## src/sv/ppfm_pkg.sv

```systemverilog
// ----------------------------------------------------------------------------
// ppfm_pkg
// Types, constants and the BCD shift step for the pulse period meter.
// ----------------------------------------------------------------------------
`timescale 1ns / 1ps

package ppfm_pkg;

  localparam int TPS_WIDTH        = 20;
  localparam int PERIOD_OUT_WIDTH = 17;
  localparam int FREQ_WIDTH       = 19;
  localparam int BCD_WIDTH        = 24;
  localparam int BCD_DIGITS       = 6;
  localparam int DIV_STEPS        = TPS_WIDTH;
  localparam int STEP_WIDTH       = $clog2(DIV_STEPS);

  localparam logic [TPS_WIDTH-1:0] TPS_RESET = 20'd1000000;
  localparam logic [TPS_WIDTH-1:0] BCD_LIMIT = 20'd999999;

  typedef enum logic [1:0] {
    PH_SKIP,
    PH_WAIT,
    PH_COUNT
  } front_state_t;

  typedef enum logic [1:0] {
    BK_IDLE,
    BK_RUN,
    BK_DONE
  } back_state_t;

  // One double-dabble step: correct each digit, then shift in one bit.
  function automatic logic [BCD_WIDTH-1:0] bcd_shift(input logic [BCD_WIDTH-1:0] b,
                                                      input logic bit_in);
    logic [BCD_WIDTH-1:0] adj;
    adj = b;
    for (int d = 0; d < BCD_DIGITS; d++) begin
      if (adj[4*d +: 4] >= 4'd5) begin
        adj[4*d +: 4] = adj[4*d +: 4] + 4'd3;
      end
    end
    return {adj[BCD_WIDTH-2:0], bit_in};
  endfunction

endpackage

```

## src/sv/ppfm_front.sv

```systemverilog
// ----------------------------------------------------------------------------
// ppfm_front
// Edge tracker: skips a pulse in progress, counts high ticks with
// saturation and pushes count and overflow flag on the falling edge.
// ----------------------------------------------------------------------------
`timescale 1ns / 1ps

module ppfm_front #(
  parameter int COUNT_WIDTH = 16
) (
  input  logic                   clk,
  input  logic                   rst,
  input  logic                   tick,
  input  logic                   level,
  output logic                   push,
  output logic [COUNT_WIDTH:0]   push_data
);
  import ppfm_pkg::*;

  localparam logic [COUNT_WIDTH-1:0] COUNT_MAX = '1;

  front_state_t           state, state_next;
  logic [COUNT_WIDTH-1:0] high_count, high_count_next;
  logic                   saturated, saturated_next;

  always_ff @(posedge clk) begin
    if (rst) begin
      state      <= PH_SKIP;
      high_count <= '0;
      saturated  <= 1'b0;
    end else begin
      state      <= state_next;
      high_count <= high_count_next;
      saturated  <= saturated_next;
    end
  end

  always_comb begin
    state_next      = state;
    high_count_next = high_count;
    saturated_next  = saturated;
    push            = 1'b0;
    push_data       = {high_count, saturated};
    if (tick) begin
      unique case (state)
        PH_WAIT: begin
          if (level) begin
            state_next      = PH_COUNT;
            high_count_next = COUNT_WIDTH'(1);
            saturated_next  = 1'b0;
          end
        end
        PH_COUNT: begin
          if (level) begin
            if (high_count == COUNT_MAX) begin
              saturated_next = 1'b1;
            end else begin
              high_count_next = high_count + 1'b1;
            end
          end else begin
            push            = 1'b1;
            high_count_next = '0;
            saturated_next  = 1'b0;
            state_next      = PH_WAIT;
          end
        end
        default: begin
          state_next = level ? PH_SKIP : PH_WAIT;
        end
      endcase
    end
  end

endmodule

```

## src/sv/ppfm_fifo.sv

```systemverilog
// ----------------------------------------------------------------------------
// ppfm_fifo
// Two-entry queue between the edge tracker and the arithmetic back end.
// ----------------------------------------------------------------------------
`timescale 1ns / 1ps

module ppfm_fifo #(
  parameter int WIDTH = 17
) (
  input  logic             clk,
  input  logic             rst,
  input  logic             push,
  input  logic [WIDTH-1:0] push_data,
  input  logic             pop,
  output logic [WIDTH-1:0] pop_data,
  output logic             full,
  output logic             empty
);

  logic [WIDTH-1:0] mem [2];
  logic             wr_ptr;
  logic             rd_ptr;
  logic [1:0]       fill;

  assign full     = (fill == 2'd2);
  assign empty    = (fill == 2'd0);
  assign pop_data = mem[rd_ptr];

  always_ff @(posedge clk) begin
    if (push) begin
      mem[wr_ptr] <= push_data;
    end
  end

  always_ff @(posedge clk) begin
    if (rst) begin
      wr_ptr <= 1'b0;
      rd_ptr <= 1'b0;
      fill   <= 2'd0;
    end else begin
      if (push) begin
        wr_ptr <= ~wr_ptr;
      end
      if (pop) begin
        rd_ptr <= ~rd_ptr;
      end
      fill <= fill + {1'b0, push} - {1'b0, pop};
    end
  end

endmodule

```

## src/sv/ppfm_back.sv

```systemverilog
// ----------------------------------------------------------------------------
// ppfm_back
// Serial restoring divider for the frequency with double-dabble BCD
// conversion of period and frequency running alongside, plus result register.
// ----------------------------------------------------------------------------
`timescale 1ns / 1ps

module ppfm_back #(
  parameter int COUNT_WIDTH = 16
) (
  input  logic                                   clk,
  input  logic                                   rst,
  input  logic [ppfm_pkg::TPS_WIDTH-1:0]         tps,
  input  logic                                   entry_avail,
  input  logic [COUNT_WIDTH:0]                   entry,
  output logic                                   pop,
  output logic                                   out_valid,
  input  logic                                   out_ready,
  output logic [ppfm_pkg::PERIOD_OUT_WIDTH-1:0]  period_ticks,
  output logic [ppfm_pkg::FREQ_WIDTH-1:0]        frequency_hz,
  output logic [ppfm_pkg::BCD_WIDTH-1:0]         period_bcd,
  output logic [ppfm_pkg::BCD_WIDTH-1:0]         frequency_bcd,
  output logic                                   count_overflow
);
  import ppfm_pkg::*;

  localparam int PW = COUNT_WIDTH + 1;
  localparam int CW = (PW > TPS_WIDTH) ? PW : TPS_WIDTH;

  back_state_t           state, state_next;
  logic [STEP_WIDTH-1:0] step;
  logic [PW-1:0]         period;
  logic                  sat;
  logic [TPS_WIDTH-1:0]  num;
  logic [PW-1:0]         rem;
  logic [TPS_WIDTH-1:0]  freq;
  logic [TPS_WIDTH-1:0]  per_shift;
  logic [BCD_WIDTH-1:0]  per_bcd;
  logic [BCD_WIDTH-1:0]  frq_bcd;

  logic [PW-1:0]         ld_period;
  logic [CW-1:0]         ld_wide;
  logic [TPS_WIDTH-1:0]  ld_clamped;
  logic [PW:0]           rem_sh;
  logic                  q_bit;
  logic                  out_free;
  logic                  last_step;

  assign ld_period  = {entry[COUNT_WIDTH:1], 1'b0};
  assign ld_wide    = CW'(ld_period);
  assign ld_clamped = (ld_wide > CW'(BCD_LIMIT)) ? BCD_LIMIT : ld_wide[TPS_WIDTH-1:0];
  assign rem_sh     = {rem, num[TPS_WIDTH-1]};
  assign q_bit      = (period != '0) && (rem_sh >= {1'b0, period});
  assign out_free   = !out_valid || out_ready;
  assign last_step  = (step == STEP_WIDTH'(DIV_STEPS - 1));

  always_ff @(posedge clk) begin
    if (rst) begin
      state <= BK_IDLE;
    end else begin
      state <= state_next;
    end
  end

  always_comb begin
    state_next = state;
    pop        = 1'b0;
    unique case (state)
      BK_IDLE: begin
        if (entry_avail) begin
          pop        = 1'b1;
          state_next = BK_RUN;
        end
      end
      BK_RUN: begin
        if (last_step) begin
          state_next = BK_DONE;
        end
      end
      BK_DONE: begin
        if (out_free) begin
          state_next = BK_IDLE;
        end
      end
      default: begin
        state_next = BK_IDLE;
      end
    endcase
  end

  always_ff @(posedge clk) begin
    if (state == BK_IDLE) begin
      step      <= '0;
      period    <= ld_period;
      sat       <= entry[0];
      num       <= tps;
      rem       <= '0;
      freq      <= '0;
      per_shift <= ld_clamped;
      per_bcd   <= '0;
      frq_bcd   <= '0;
    end else if (state == BK_RUN) begin
      step      <= step + 1'b1;
      num       <= {num[TPS_WIDTH-2:0], 1'b0};
      rem       <= q_bit ? PW'(rem_sh - {1'b0, period}) : rem_sh[PW-1:0];
      freq      <= {freq[TPS_WIDTH-2:0], q_bit};
      frq_bcd   <= bcd_shift(frq_bcd, q_bit);
      per_shift <= {per_shift[TPS_WIDTH-2:0], 1'b0};
      per_bcd   <= bcd_shift(per_bcd, per_shift[TPS_WIDTH-1]);
    end
  end

  always_ff @(posedge clk) begin
    if (rst) begin
      out_valid <= 1'b0;
    end else if (state == BK_DONE && out_free) begin
      out_valid <= 1'b1;
    end else if (out_ready) begin
      out_valid <= 1'b0;
    end
  end

  always_ff @(posedge clk) begin
    if (state == BK_DONE && out_free) begin
      period_ticks   <= PERIOD_OUT_WIDTH'(period);
      frequency_hz   <= freq[FREQ_WIDTH-1:0];
      period_bcd     <= per_bcd;
      frequency_bcd  <= frq_bcd;
      count_overflow <= sat;
    end
  end

endmodule

```

## src/sv/pulse_period_frequency_meter.sv

```systemverilog
// ----------------------------------------------------------------------------
// pulse_period_frequency_meter
// Gated-timer meter: high-time count per pulse, period, frequency and BCD.
// ----------------------------------------------------------------------------
// The block takes one timebase tick per cycle (in_ready is low only in reset
// and while both entries of the two-deep pulse queue are taken). After reset
// it skips a high phase in progress, then counts the high ticks of each pulse
// and on its falling edge queues the count. The back end turns each queued
// pulse into a result: a load step, the bit-serial divider (one quotient
// bit per cycle, BCD conversion of period and frequency in step with it)
// and a transfer into the output register once that register is free.
// The output register lets the next pulse be worked on while a result
// waits. ticks_per_second is loaded through cfg_wr_en / cfg_wr_data.
`timescale 1ns / 1ps

module pulse_period_frequency_meter #(
  parameter int COUNT_WIDTH = 16
) (
  input  logic                                   clk,
  input  logic                                   rst,
  input  logic                                   cfg_wr_en,
  input  logic [ppfm_pkg::TPS_WIDTH-1:0]         cfg_wr_data,
  input  logic                                   in_valid,
  output logic                                   in_ready,
  input  logic                                   signal_level,
  output logic                                   out_valid,
  input  logic                                   out_ready,
  output logic [ppfm_pkg::PERIOD_OUT_WIDTH-1:0]  period_ticks,
  output logic [ppfm_pkg::FREQ_WIDTH-1:0]        frequency_hz,
  output logic [ppfm_pkg::BCD_WIDTH-1:0]         period_bcd,
  output logic [ppfm_pkg::BCD_WIDTH-1:0]         frequency_bcd,
  output logic                                   count_overflow
);
  import ppfm_pkg::*;

  logic [TPS_WIDTH-1:0]   ticks_per_second;
  logic                   tick;
  logic                   push;
  logic [COUNT_WIDTH:0]   push_data;
  logic                   pop;
  logic [COUNT_WIDTH:0]   pop_data;
  logic                   full;
  logic                   empty;

  always_ff @(posedge clk) begin
    if (rst) begin
      ticks_per_second <= TPS_RESET;
    end else if (cfg_wr_en) begin
      ticks_per_second <= cfg_wr_data;
    end
  end

  assign in_ready = !rst && !full;
  assign tick     = in_valid && in_ready;

  ppfm_front #(
    .COUNT_WIDTH (COUNT_WIDTH)
  ) u_front (
    .clk       (clk),
    .rst       (rst),
    .tick      (tick),
    .level     (signal_level),
    .push      (push),
    .push_data (push_data)
  );

  ppfm_fifo #(
    .WIDTH (COUNT_WIDTH + 1)
  ) u_fifo (
    .clk       (clk),
    .rst       (rst),
    .push      (push),
    .push_data (push_data),
    .pop       (pop),
    .pop_data  (pop_data),
    .full      (full),
    .empty     (empty)
  );

  ppfm_back #(
    .COUNT_WIDTH (COUNT_WIDTH)
  ) u_back (
    .clk            (clk),
    .rst            (rst),
    .tps            (ticks_per_second),
    .entry_avail    (!empty),
    .entry          (pop_data),
    .pop            (pop),
    .out_valid      (out_valid),
    .out_ready      (out_ready),
    .period_ticks   (period_ticks),
    .frequency_hz   (frequency_hz),
    .period_bcd     (period_bcd),
    .frequency_bcd  (frequency_bcd),
    .count_overflow (count_overflow)
  );

endmodule

```

## config.mk

```make
export PLATFORM = sky130hd
export DESIGN_NAME = pulse_period_frequency_meter
export DESIGN_NICKNAME = d
export VERILOG_FILES = /design/src/sv/ppfm_pkg.sv /design/src/sv/ppfm_front.sv /design/src/sv/ppfm_fifo.sv /design/src/sv/ppfm_back.sv /design/src/sv/pulse_period_frequency_meter.sv
export SDC_FILE = /design/constraint.sdc
export NUM_CORES = 1
export LEC_CHECK = 0
export BUFFER_PORTS_ARGS = -buffer_cell sky130_fd_sc_hd__buf_4
export CAP_MARGIN = 25
export CORE_ASPECT_RATIO = 1.75
export CORE_MARGIN = 1.5
export CORE_UTILIZATION = 54
export DETAILED_ROUTE_END_ITERATION = 8
export PLACE_DENSITY = 0.76
export SETUP_SLACK_MARGIN = 0.1
export SLEW_MARGIN = 20
export SYNTH_ARGS = -nofsm -noshare
export SYNTH_HDL_FRONTEND = slang
export SYNTH_SLANG_ARGS = --single-unit
```

## constraint.sdc

```tcl
create_clock -name clk -period 5.2 [get_ports clk]
set_input_delay 0.52 -clock clk [delete_from_list [all_inputs] [get_ports clk]]
set_output_delay 0.52 -clock clk [all_outputs]
set_load 0.005 [all_outputs]
```

**Word-level counts from Yosys, hierarchy flattened**

Memory sizes are Yosys's and may differ from the RTL's. A register that Yosys moved wholly into a read port is not among the register bits.
Index checks and enable logic that the tools add are counted.

- Memory bits (writable): 34
- Output and inout port bits: 87
- Register bits: 276
- Word-level logic and storage cells: 134
- Bits of input ports: 26
- Memories kept: 1

- Reductions and logical operators: 18
- $add $sub $neg: 17
- Equality and inequality tests: 14
- Order comparisons: 14
- Multiplexer cells: 45
- Bitwise logic cells: 2

Memories:

| name | depth | width | rd ports | clocked after Yosys merged registers in | wr ports | line | text |
|---|---|---|---|---|---|---|---|
| u_fifo.mem | 2 | 17 | 1 | 1 | 1 | ppfm_fifo.sv:20 | `logic [WIDTH-1:0] mem [2];` |

Operators by type and width:

| kind | count |
|---|---|
| 20-bit two-way mux | 5 |
| 4-bit by 3-bit greater-or-equal comparator with 1-bit output, second input constant | 12 |
| 16-bit two-way mux | 3 |
| 4-bit by 2-bit adder with 4-bit output, second input constant | 10 |
| 4-bit two-way mux | 10 |
| 16-bit one-hot mux with 2 select lines | 1 |
| 17-bit by 20-bit > comparator with 1-bit output, second input constant | 1 |
| 18-bit by 17-bit greater-or-equal comparator with 1-bit output | 1 |
| 17-bit two-way mux | 1 |
| 17-bit nonzero test | 1 |
| 17-bit subtractor | 1 |
| 16-bit by 1-bit adder with 16-bit output, second input constant | 1 |
| 16-bit == test, second input constant | 1 |
| 1-bit two-way mux | 15 |
| 2-bit two-way mux | 5 |
| 4-bit AND reduction | 2 |
| 3-bit by 2-bit adder with 3-bit output, second input constant | 2 |
| 2-bit == test, second input constant | 3 |
| 3-bit two-way mux | 2 |
| 2-bit inequality test, second input constant | 3 |
| 2-bit one-hot mux with 3 select lines | 1 |
| 3-bit AND reduction | 2 |
| 2-bit nonzero test | 3 |
| 5-bit by 1-bit adder with 5-bit output, second input constant | 1 |
| other kinds (14) | 23 |

**Logic depth before layout (Yosys ltp)**

Gate-level depths: netlist of run 1.

- Word-level depth: 7
- Mapped depth: 11

**Modules after synthesis**

From an unflattened synthesis of run 1, not the netlist that was laid out.

- Cells, all modules: 1062
- Area total of the unflattened synthesis: 13092.6 µm²

Modules (own cells, without submodules):

| module | cells an instance | instances | seq. area each (µm²) | area each (µm²) |
|---|---|---|---|---|
| ppfm_back | 774 | 1 | 5995.8 | 9628.0 |
| ppfm_fifo | 74 | 1 | 1121.1 | 1497.7 |
| ppfm_front | 146 | 1 | 380.4 | 1218.7 |
| pulse_period_frequency_meter | 68 | 1 | 400.4 | 748.2 |

**Least setup slack after synthesis of run 1**

No wires, ideal clock.

- Path kind: reg-to-reg
- From: reg u_back.state[1]
- To: reg u_back.count_overflow, enable pin
- Arrival time: 4.438 ns
- Slack: 0.228 ns
- Setup time: 0.534 ns
- Buffers on the path: 1
- Clock period less this slack: 4.972 ns
- Stages on the path, launching flop included: 4
- Cell sequence: dfxtp_1 -> clkbuf_1 -> nand2b_1 -> nor2b_1

- Longest elaborated chain between the ends: 2

RTL lines:

| what | line | text |
|---|---|---|
| start, declared | ppfm_back.sv:30 | `back_state_t state, state_next;` |
| start signal, assigned | ppfm_back.sv:61 | `state <= state_next;` |
| 2-bit == test | ppfm_back.sv:124 | `if (state == BK_DONE && out_free) begin` |
| 1-bit logical AND | ppfm_back.sv:124 |  |
| end signal, assigned | ppfm_back.sv:129 | `count_overflow <= sat;` |
| end, declared | ppfm_back.sv:23 | `output logic count_overflow` |

Every way passes these cells.
A chain may end at the register's enable or synchronous reset.

**Worst setup path in the final report of run 1**

- From: reg u_back.period[2]
- To: reg u_back.rem[1]

- Longest elaborated chain between the ends: 3
- Elaborated cells between the ends (all ways): 4
- Those cells by class: order compare (1); mux (1); reduce/logical (2)

RTL lines:

| what | line | text |
|---|---|---|
| start, declared | ppfm_back.sv:32 | `logic [PW-1:0] period;` |
| start signal, assigned | ppfm_back.sv:94 | `period <= ld_period;` |
| 18-bit by 17-bit greater-or-equal comparator with 1-bit output / 17-bit nonzero test (equally long branches) | ppfm_back.sv:53 | `assign q_bit = (period != '0) && (rem_sh >= {1'b0, period});` |
| 1-bit logical AND (*) | ppfm_back.sv:53 |  |
| 17-bit two-way mux (*) | ppfm_back.sv:105 | `rem <= q_bit ? PW'(rem_sh - {1'b0, period}) : rem_sh[PW-1:0];` |
| end signal, assigned | ppfm_back.sv:105 |  |
| end, declared | ppfm_back.sv:35 | `logic [PW-1:0] rem;` |

Mark *: on every way between the ends. The rest lies on a longest branch, timed or not.

==> summary.txt, run 1 <==
Detailed routing
  • First drt pass iteration count: 5
  • Routed WL: 24290 um
  • Vias/cell: 5.493
  • Drc violations: 0
  • Final antenna-violating net count: 0
  • DR vias: 8152
  • First DRT Iteration DRCs: 367
  • DR WL/cell: 16.36 um

Die
  • I/O pin count: 113
  • Floorplan core area: 23240 sq um
  • Die ar.: 24580 sq um
  • Num rows: 74
  • Chip height: 206.3 um
  • Die W: 119.2 um
  • Initial Util: 0.5487

Clock tree
  • CTS sink cnt: 308
  • CTS tree: done
  • Maximum clock path buffer count: 3
  • Worst skew pair latency: 0.54 ns
  • Cts repair resizes: 0
  • CTS Buf Count: 27
  • Postcts setup bufs: 0
  • Clock Root Buffer: clkbuf_16
  • Worst-path clk slew: 0.07 ns
  • Hold_buf cts: 0
  • H-Tree Depth: 1

Worst setup path
  • Data arrival, critical path: 3.68 ns
  • Worst-path maximum fanout: 18
  • Critical path cell sequence: inv_1 -> ha_1 -> nor2b_1 -> o31a_1 -> o211ai_2 -> a311oi_4 -> or2_0 -> o221ai_1
  • Worst Setup End Kind: register
  • Crit-path max cell delay: 0.73 ns
  • Crit Path Class: reg -> reg
  • Largest delay share family, worst path: compound AO/OA/AOI/OAI gates
  • CP max-delay cell: a311oi_4
  • Worst Path Buf+Inv: 1
  • WP data required: 5.57 ns
  • Worst setup SP type: register

Synthesis
  • Average cell area after synthesis: 12.10 sq um
  • Cells after Synth: 1054
  • Flops & latches, synth: 308
  • Post-synth top flop: edfxtp_1
  • Synth cell types: 63
  • Async SR Flop Fraction: 0
  • EDFF count, synth: 173
  • Syn nets: 1127
  • Post-synthesis cell area: 12750 sq um
  • Seq/Total Area, Yosys: 0.6193
  • Yosys warns: 0

Cells and area
  • Most common library cell in the layout ignoring fill and taps: edfxtp_1
  • Ant diodes: 0
  • Share of layout cells above drive strength 1: 0.1881
  • Final nets: 1232
  • Most frequent cells in the layout: edfxtp_1 (173), dfxtp_1 (134), buf_4 (121)
  • Area grow syn2layout: 15.67%

Global route
  • Initial antenna violation count: 0
  • First-pass GRT wire length: 39140 um
  • Largest net degree at the start of global routing: 66
  • Total grt overflow: 0
  • Number of global-route vias before repair: 8025
  • Gr usage total: 0.1973

Min path
  • Hold/Removal Path Class: in -> reg

Pwr
  • Worst vdd ir: 349.7 uV
  • Sw Ratio: 0.2761
  • Pwr Density: 436.0 nW/um^2
  • Clock power share: 0.308
  • P_sw: 1.775 mW
  • Comb pwr share: 0.194
  • Leakage: 5.684 nW
  • Internal power: 4.655 mW
  • Flop pwr share: 0.498
  • Design Power: 6.431 mW

Timing
  • Tmin final: 3.305 ns
  • Rel. slew slack: 0.3432
  • Final period utilization: 0.6355
  • Least-Margin Pin Slew: 0.9828 ns
  • Fmax: 302.6 MHz
  • Final Setup Violations: 0
  • Max Slew Vio Count: 0
  • Final Hold Vio Count: 0
  • RSZ-0062 raised after global routing: no
  • TNS Setup: 0 ns
  • Post-Route Skew: 0.009419 ns

Run status
  • Status: completed

Placed design
  • GP Congestion: 0.9280
  • IO buf count: 111
  • Dpl hpwl: 16570 um

Run
  • Maxcap violations: 0
-- power by group through the flow --
stage	clock, mW	sequential (mW)	combinational (mW)
detailed placement	0	3.26	1.25
floorplan	0	3.18	0.914
global placement	0	3.25	1.23
finish	1.98	3.20	1.25
CTS	2.02	3.21	1.26
global route	2.11	3.24	1.39
-- state kept, by name (all words and copies together), names as in the netlist, named ones only --
signal and cells:
u_back.per_bcd 24, u_back.state 2, u_back.frq_bcd 24, u_back.freq 18, u_back.num 20, ticks_per_second 20
u_fifo.fill 2, u_back.frequency_bcd 24, u_fifo.mem 34, u_front.state 2, u_fifo.wr_ptr 1, u_back.step 5
u_back.frequency_hz 18, u_back.out_valid 1, u_back.count_overflow 1, u_back.period_ticks 16, u_back.period_bcd 24, u_back.rem 17
u_back.sat 1, u_front.high_count 16, u_back.period 16, u_back.per_shift 19, u_front.saturated 1, u_fifo.rd_ptr 1
-- synth_stat cells, types with 3 or more instances --
| cell type | n | area [sq um] |
|---|---|---|
| ha_1 | 46 | 575.6 |
| clkbuf_1 | 34 | 127.6 |
| a311o_1 | 3 | 30.03 |
| inv_1 | 52 | 195.2 |
| a221o_1 | 5 | 50.05 |
| nand2b_1 | 19 | 118.9 |
| nor2_1 | 71 | 266.5 |
| o31ai_1 | 6 | 45.04 |
| a21o_1 | 5 | 37.54 |
| a211o_1 | 7 | 61.31 |
| and2_1 | 5 | 31.28 |
| o31a_1 | 3 | 26.28 |
| nor2b_1 | 18 | 112.6 |
| o2111ai_1 | 3 | 26.28 |
| nand3_1 | 23 | 115.1 |
| a311oi_1 | 3 | 26.28 |
| nand2_1 | 88 | 330.3 |
| o21ai_0 | 61 | 305.3 |
| dfxtp_1 | 135 | 2703 |
| a21oi_1 | 41 | 205.2 |
| nor4_1 | 6 | 37.54 |
| nor3b_1 | 12 | 90.09 |
| edfxtp_1 | 173 | 5195 |
| o22ai_1 | 12 | 75.07 |
| or3_1 | 4 | 25.02 |
| o21a_1 | 4 | 30.03 |
| o32ai_1 | 10 | 87.58 |
| mux2i_1 | 15 | 150.1 |
| and4_1 | 4 | 35.03 |
| nand4_1 | 8 | 50.05 |
| o211ai_1 | 11 | 82.58 |
| and3_1 | 4 | 25.02 |
| xor2_1 | 18 | 157.7 |
| mux2_2 | 51 | 574.3 |
| xnor2_1 | 23 | 201.4 |
| o221ai_1 | 3 | 26.28 |
| a22o_1 | 13 | 113.9 |
| buf_1 | 4 | 15.01 |
| buf_2 | 3 | 15.01 |
| nor3_1 | 20 | 100.1 |
-- per-layer routing --
layer  global-route usage  routed length [um]  vias to the layer above
met5                    0                   0                        -
met4              0.07917                 801                        0
met3              0.02925                 968                       49
met2               0.3759               12990                      157
met1               0.2180                9521                     3921
li1                     -                   -                     4025
-- path summary, 6_finish.rpt --
check,end,cells past startpoint,start,slack [ns]
worst max-delay path,u_back.rem[1],8,u_back.period[2],1.90
worst min-delay path,ticks_per_second[14],2,cfg_wr_data[14],0.19
worst max register to register,u_back.rem[1],8,u_back.period[2],1.90
worst min register to register,u_back.count_overflow,0,u_back.sat,0.43
-- layout make-up --
type | count | area [sq um]
Sequential cell | 308 | 7899
Inverter | 53 | 198.9
Tap cell | 304 | 380.4
Clock inverter | 13 | 116.4
Clock buffer | 37 | 764.5
Timing Repair Buffer | 121 | 908.4
Fill cell | 1828 | 8489
Multi-Input combinational cell | 648 | 4483
-- logic make-up (layout without fill, tap and decap cells) --
family | Yosys count | in the layout | synth area share
buffers and inverters | 98 | 224 | 0.03091
AOI/OAI and AO/OA | 205 | 205 | 0.1089
DFF | 308 | 308 | 0.6193
and+or+nand+nor | 288 | 288 | 0.1089
muxes | 66 | 66 | 0.05681
other | 1 | 1 | 0.0002941
xor gates and xnor gates | 41 | 41 | 0.02816
adders and majority gates | 47 | 47 | 0.04670
-- metrics by stage --
step	cell area (sq um)	setup WS (ns)	utilization	std cells	hold WS, ns
after floorplan	12750	0.2279	-	1054	0.4003
after global placement	13870	2.017	0.5968	1434	0.4208
after detailed placement	13870	1.922	0.5968	1434	0.4343
after CTS	14750	1.853	0.6347	1484	0.1707
after global routing	14750	1.578	0.6347	1484	0.1773
final	14750	1.895	0.6347	1484	0.1873
Power figures use the tool's default switching activity.
==> run 2: changes to the inputs <==
--- a/config.mk
+++ b/config.mk
@@ -9,9 +9,9 @@
 export CAP_MARGIN = 25
 export CORE_ASPECT_RATIO = 1.75
 export CORE_MARGIN = 1.5
-export CORE_UTILIZATION = 54
+export CORE_UTILIZATION = 59
 export DETAILED_ROUTE_END_ITERATION = 8
-export PLACE_DENSITY = 0.76
+export PLACE_DENSITY = 0.79
 export SETUP_SLACK_MARGIN = 0.1
 export SLEW_MARGIN = 20
 export SYNTH_ARGS = -nofsm -noshare
==> constraint.sdc (replaced) <==
create_clock -name clk -period 3.1 [get_ports clk]
set_input_delay 0.31 -clock clk [delete_from_list [all_inputs] [get_ports clk]]
set_output_delay 0.31 -clock clk [all_outputs]
set_load 0.005 [all_outputs]
==> run 2 against run 1 <==
Against the previous run:
- via count grew 2.5%
- routed wire length is 1.7% higher
- cell count down 2.8%
- critical path type unchanged
- critical endpoint is now u_back.rem[11]
- largest power group unchanged
==> summary.txt, run 2 (synthesis gave the netlist of run 1 again) <==
Global route
  • GR Layer Usage met2: 0.4355 (+0.05959)
  • M3 GR Usage: 0.02976 (+0.0005143)
  • Number of global-route vias before repair: 8284 (+3.2%)
  • Total grt overflow: 0 (unchanged)
  • Initial antenna violation count: 0 (unchanged)
  • First-pass GRT wire length: 39850 um (+1.8%)
  • Largest net degree at the start of global routing: 66 (unchanged)
  • M1 GR Usage: 0.2343 (+0.01622)
  • Busiest grt layer: met2
  • Gr usage total: 0.2206 (+0.02330)

Timing
  • RSZ-0062 raised after global routing: no
  • Post-Route Skew: 0.01279 ns (+0.003374 ns)
  • TNS Setup: 0 ns (unchanged)
  • Rel. slew slack: 0.4426 (+0.09939)
  • Fmax: 374.2 MHz (+24%)
  • Tmin final: 2.672 ns (-0.6328 ns)
  • Setup slack after layout: 0.4279 ns (-1.467 ns)
  • Final Setup Violations: 0 (unchanged)
  • Max Slew Vio Count: 0 (unchanged)
  • Least-Margin Pin Slew: 0.8361 ns (-0.1467 ns)
  • Final period utilization: 0.8620 (+0.2264)
  • Final Hold Vio Count: 0 (unchanged)

Pwr
  • Leakage: 5.720 nW (+0.63%)
  • Worst vdd ir: 551.3 uV (+58%)
  • P_sw: 3.007 mW (+69%)
  • Pwr Density: 729.0 nW/um^2 (+67%)
  • Clock power share: 0.304 (-0.004)
  • Flop pwr share: 0.500 (+0.002)
  • Internal power: 7.756 mW (+67%)
  • Comb pwr share: 0.196 (+0.002)
  • Sw Ratio: 0.2794 (+0.003314)

Worst setup path
  • Worst-path maximum fanout: 10 (-8)
  • Worst setup SP type: register
  • Critical path cell sequence: inv_1 -> ha_1 -> a2111o_1 -> o211ai_2 -> a311oi_4 -> or2_0 -> buf_4 -> a311o_1
  • Data arrival, critical path: 3.08 ns (-0.60 ns)
  • Worst Setup End Kind: register
  • Crit-path max cell delay: 0.50 ns (-0.23 ns)
  • WP data required: 3.51 ns (-2.06 ns)
  • CP max-delay cell: a2111o_1
  • Crit Path Class: reg -> reg

Die
  • Initial Util: 0.5981 (+0.04940)
  • Die ar.: 22540 sq um (-8.3%)
  • Die W: 114.1 um (-4.2%)
  • Chip height: 197.5 um (-4.3%)
  • I/O pin count: 113 (unchanged)
  • Floorplan core area: 21320 sq um (-8.3%)
  • Num rows: 71 (-4.1%)

Detailed routing
  • DR vias: 8357 (+2.5%)
  • Drc violations: 0 (unchanged)
  • First drt pass iteration count: 4 (-1)
  • Vias/cell: 5.791 (+5.4%)
  • Final antenna-violating net count: 0 (unchanged)
  • First DRT Iteration DRCs: 444 (+21%)
  • Routed WL: 24700 um (+1.7%)
  • DR WL/cell: 17.12 um (+4.6%)

Clock tree
  • Worst-path clk slew: 0.07 ns (about the same)
  • H-Tree Depth: 1 (unchanged)
  • CTS sink cnt: 308 (unchanged)
  • Clock Root Buffer: clkbuf_16
  • CTS tree: done
  • Worst skew pair latency: 0.53 ns (about the same)
  • CTS Buf Count: 25 (-7.4%)
  • Maximum clock path buffer count: 3 (unchanged)

Cells and area
  • Fillcell total: 1588 (-13%)
  • Ant diodes: 0 (unchanged)
  • Max FFs per register: 34 (unchanged)
  • Non-Filler Instances: 1443 (-2.8%)
  • Final nets: 1242 (+0.81%)
  • Top reg by flops: u_fifo.mem
  • Most frequent cells in the layout: edfxtp_1 (173), dfxtp_1 (134), buf_4 (125)
  • Footprint of the multi-input gates: 4483 sq um (unchanged)
  • Share of layout cells above drive strength 1: 0.1911 (+0.002942)
  • Most common library cell in the layout ignoring fill and taps: edfxtp_1
  • Area grow syn2layout: 15.78% (about the same)
  • Register area: 7899 sq um (unchanged)

Min path
  • Hold/Removal Path Class: in -> reg

Placed design
  • Place WS: 0.4587 ns (-1.463 ns)
  • Dpl hpwl: 16830 um (+1.6%)
  • IO buf count: 111 (unchanged)
  • Placed insts: 1389 (-3.1%)
  • GP Congestion: 0.9121 (-1.7%)

Run
  • Maxcap violations: 0 (unchanged)

Run status
  • Status: completed
-- run 2: changes by cell type in the layout (fill, tap and decap cells not counted), sizes merged --
cell	delta
inv	+2
clkinv	-4
bufinv	+1
dlygate4sd3	+8
clkinvlp	+1
clkbuf	-4
buf	+4
-- run 2: worst max-delay path: cells and delay by family (launching register included) --
family                     cells  cell delay (ns)
AOI/OAI and AO/OA              4             1.17
adders and majority gates      1             0.38
buffers and inverters          2             0.28
DFF                            1             0.41
and+or+nand+nor                1             0.32
-- run 2: metal layers --
metal | wire [um] | up-vias
li1 | - | 4065
met1 | 9272 | 4037
met2 | 13810 | 206
met3 | 979 | 49
met4 | 638 | 0
met5 | 0 | -
-- run 2: cell type report --
cell class | instances | share of cell area
clock buffer | 33 | 0.04644
clock inverter | 13 | 0.01085
inverter | 53 | 0.01347
multi-input combinational | 648 | 0.3036
sequential | 308 | 0.5350
tap | 255 | 0.02161
timing repair buffer | 133 | 0.06898
-- run 2: power by group through the flow --
| stage | Sequential, mW | Combinational [mW] | Clock (mW) |
|---|---|---|---|
| finish | 5.38 | 2.11 | 3.28 |
| global route | 5.45 | 2.32 | 3.48 |
| CTS | 5.38 | 2.13 | 3.33 |
| detailed placement | 5.47 | 2.11 | 0 |
| global placement | 5.45 | 2.06 | 0 |
| floorplan | 5.31 | 1.54 | 0 |
-- run 2: what timing repair did --
item                                   in CTS  in global routing
buffers inserted                            0                  0
hold buffers                                8                  0
endpoints found under the hold margin       8                  0
gates resized for setup                     0                  0
-- run 2: path summary, 6_finish.rpt --
| check | slack [ns] | startpoint | cells past startpoint | endpoint |
|---|---|---|---|---|
| setup reg to reg | 0.43 | u_back.period[7] | 8 | u_back.rem[11] |
| setup / recovery | 0.43 | u_back.period[7] | 8 | u_back.rem[11] |
| hold / removal | 0.02 | cfg_wr_data[1] | 3 | ticks_per_second[1] |
| hold reg to reg | 0.44 | u_back.freq[18] | 0 | u_back.frequency_hz[18] |
-- run 2: stage by stage --
stage | hold WS, ns | power (mW) | cell area [sq um] | util
4_1_cts | 0.008283 | 10.84 | 14760 | 0.6925
6_report | 0.02100 | 10.76 | 14760 | 0.6925
2_1_floorplan | 0.4003 | 6.846 | 12760 | -
5_1_grt | 0.02113 | 11.25 | 14760 | 0.6925
3_3_place_gp | 0.4090 | 7.503 | 13840 | 0.6491
3_5_place_dp | 0.4185 | 7.583 | 13840 | 0.6491
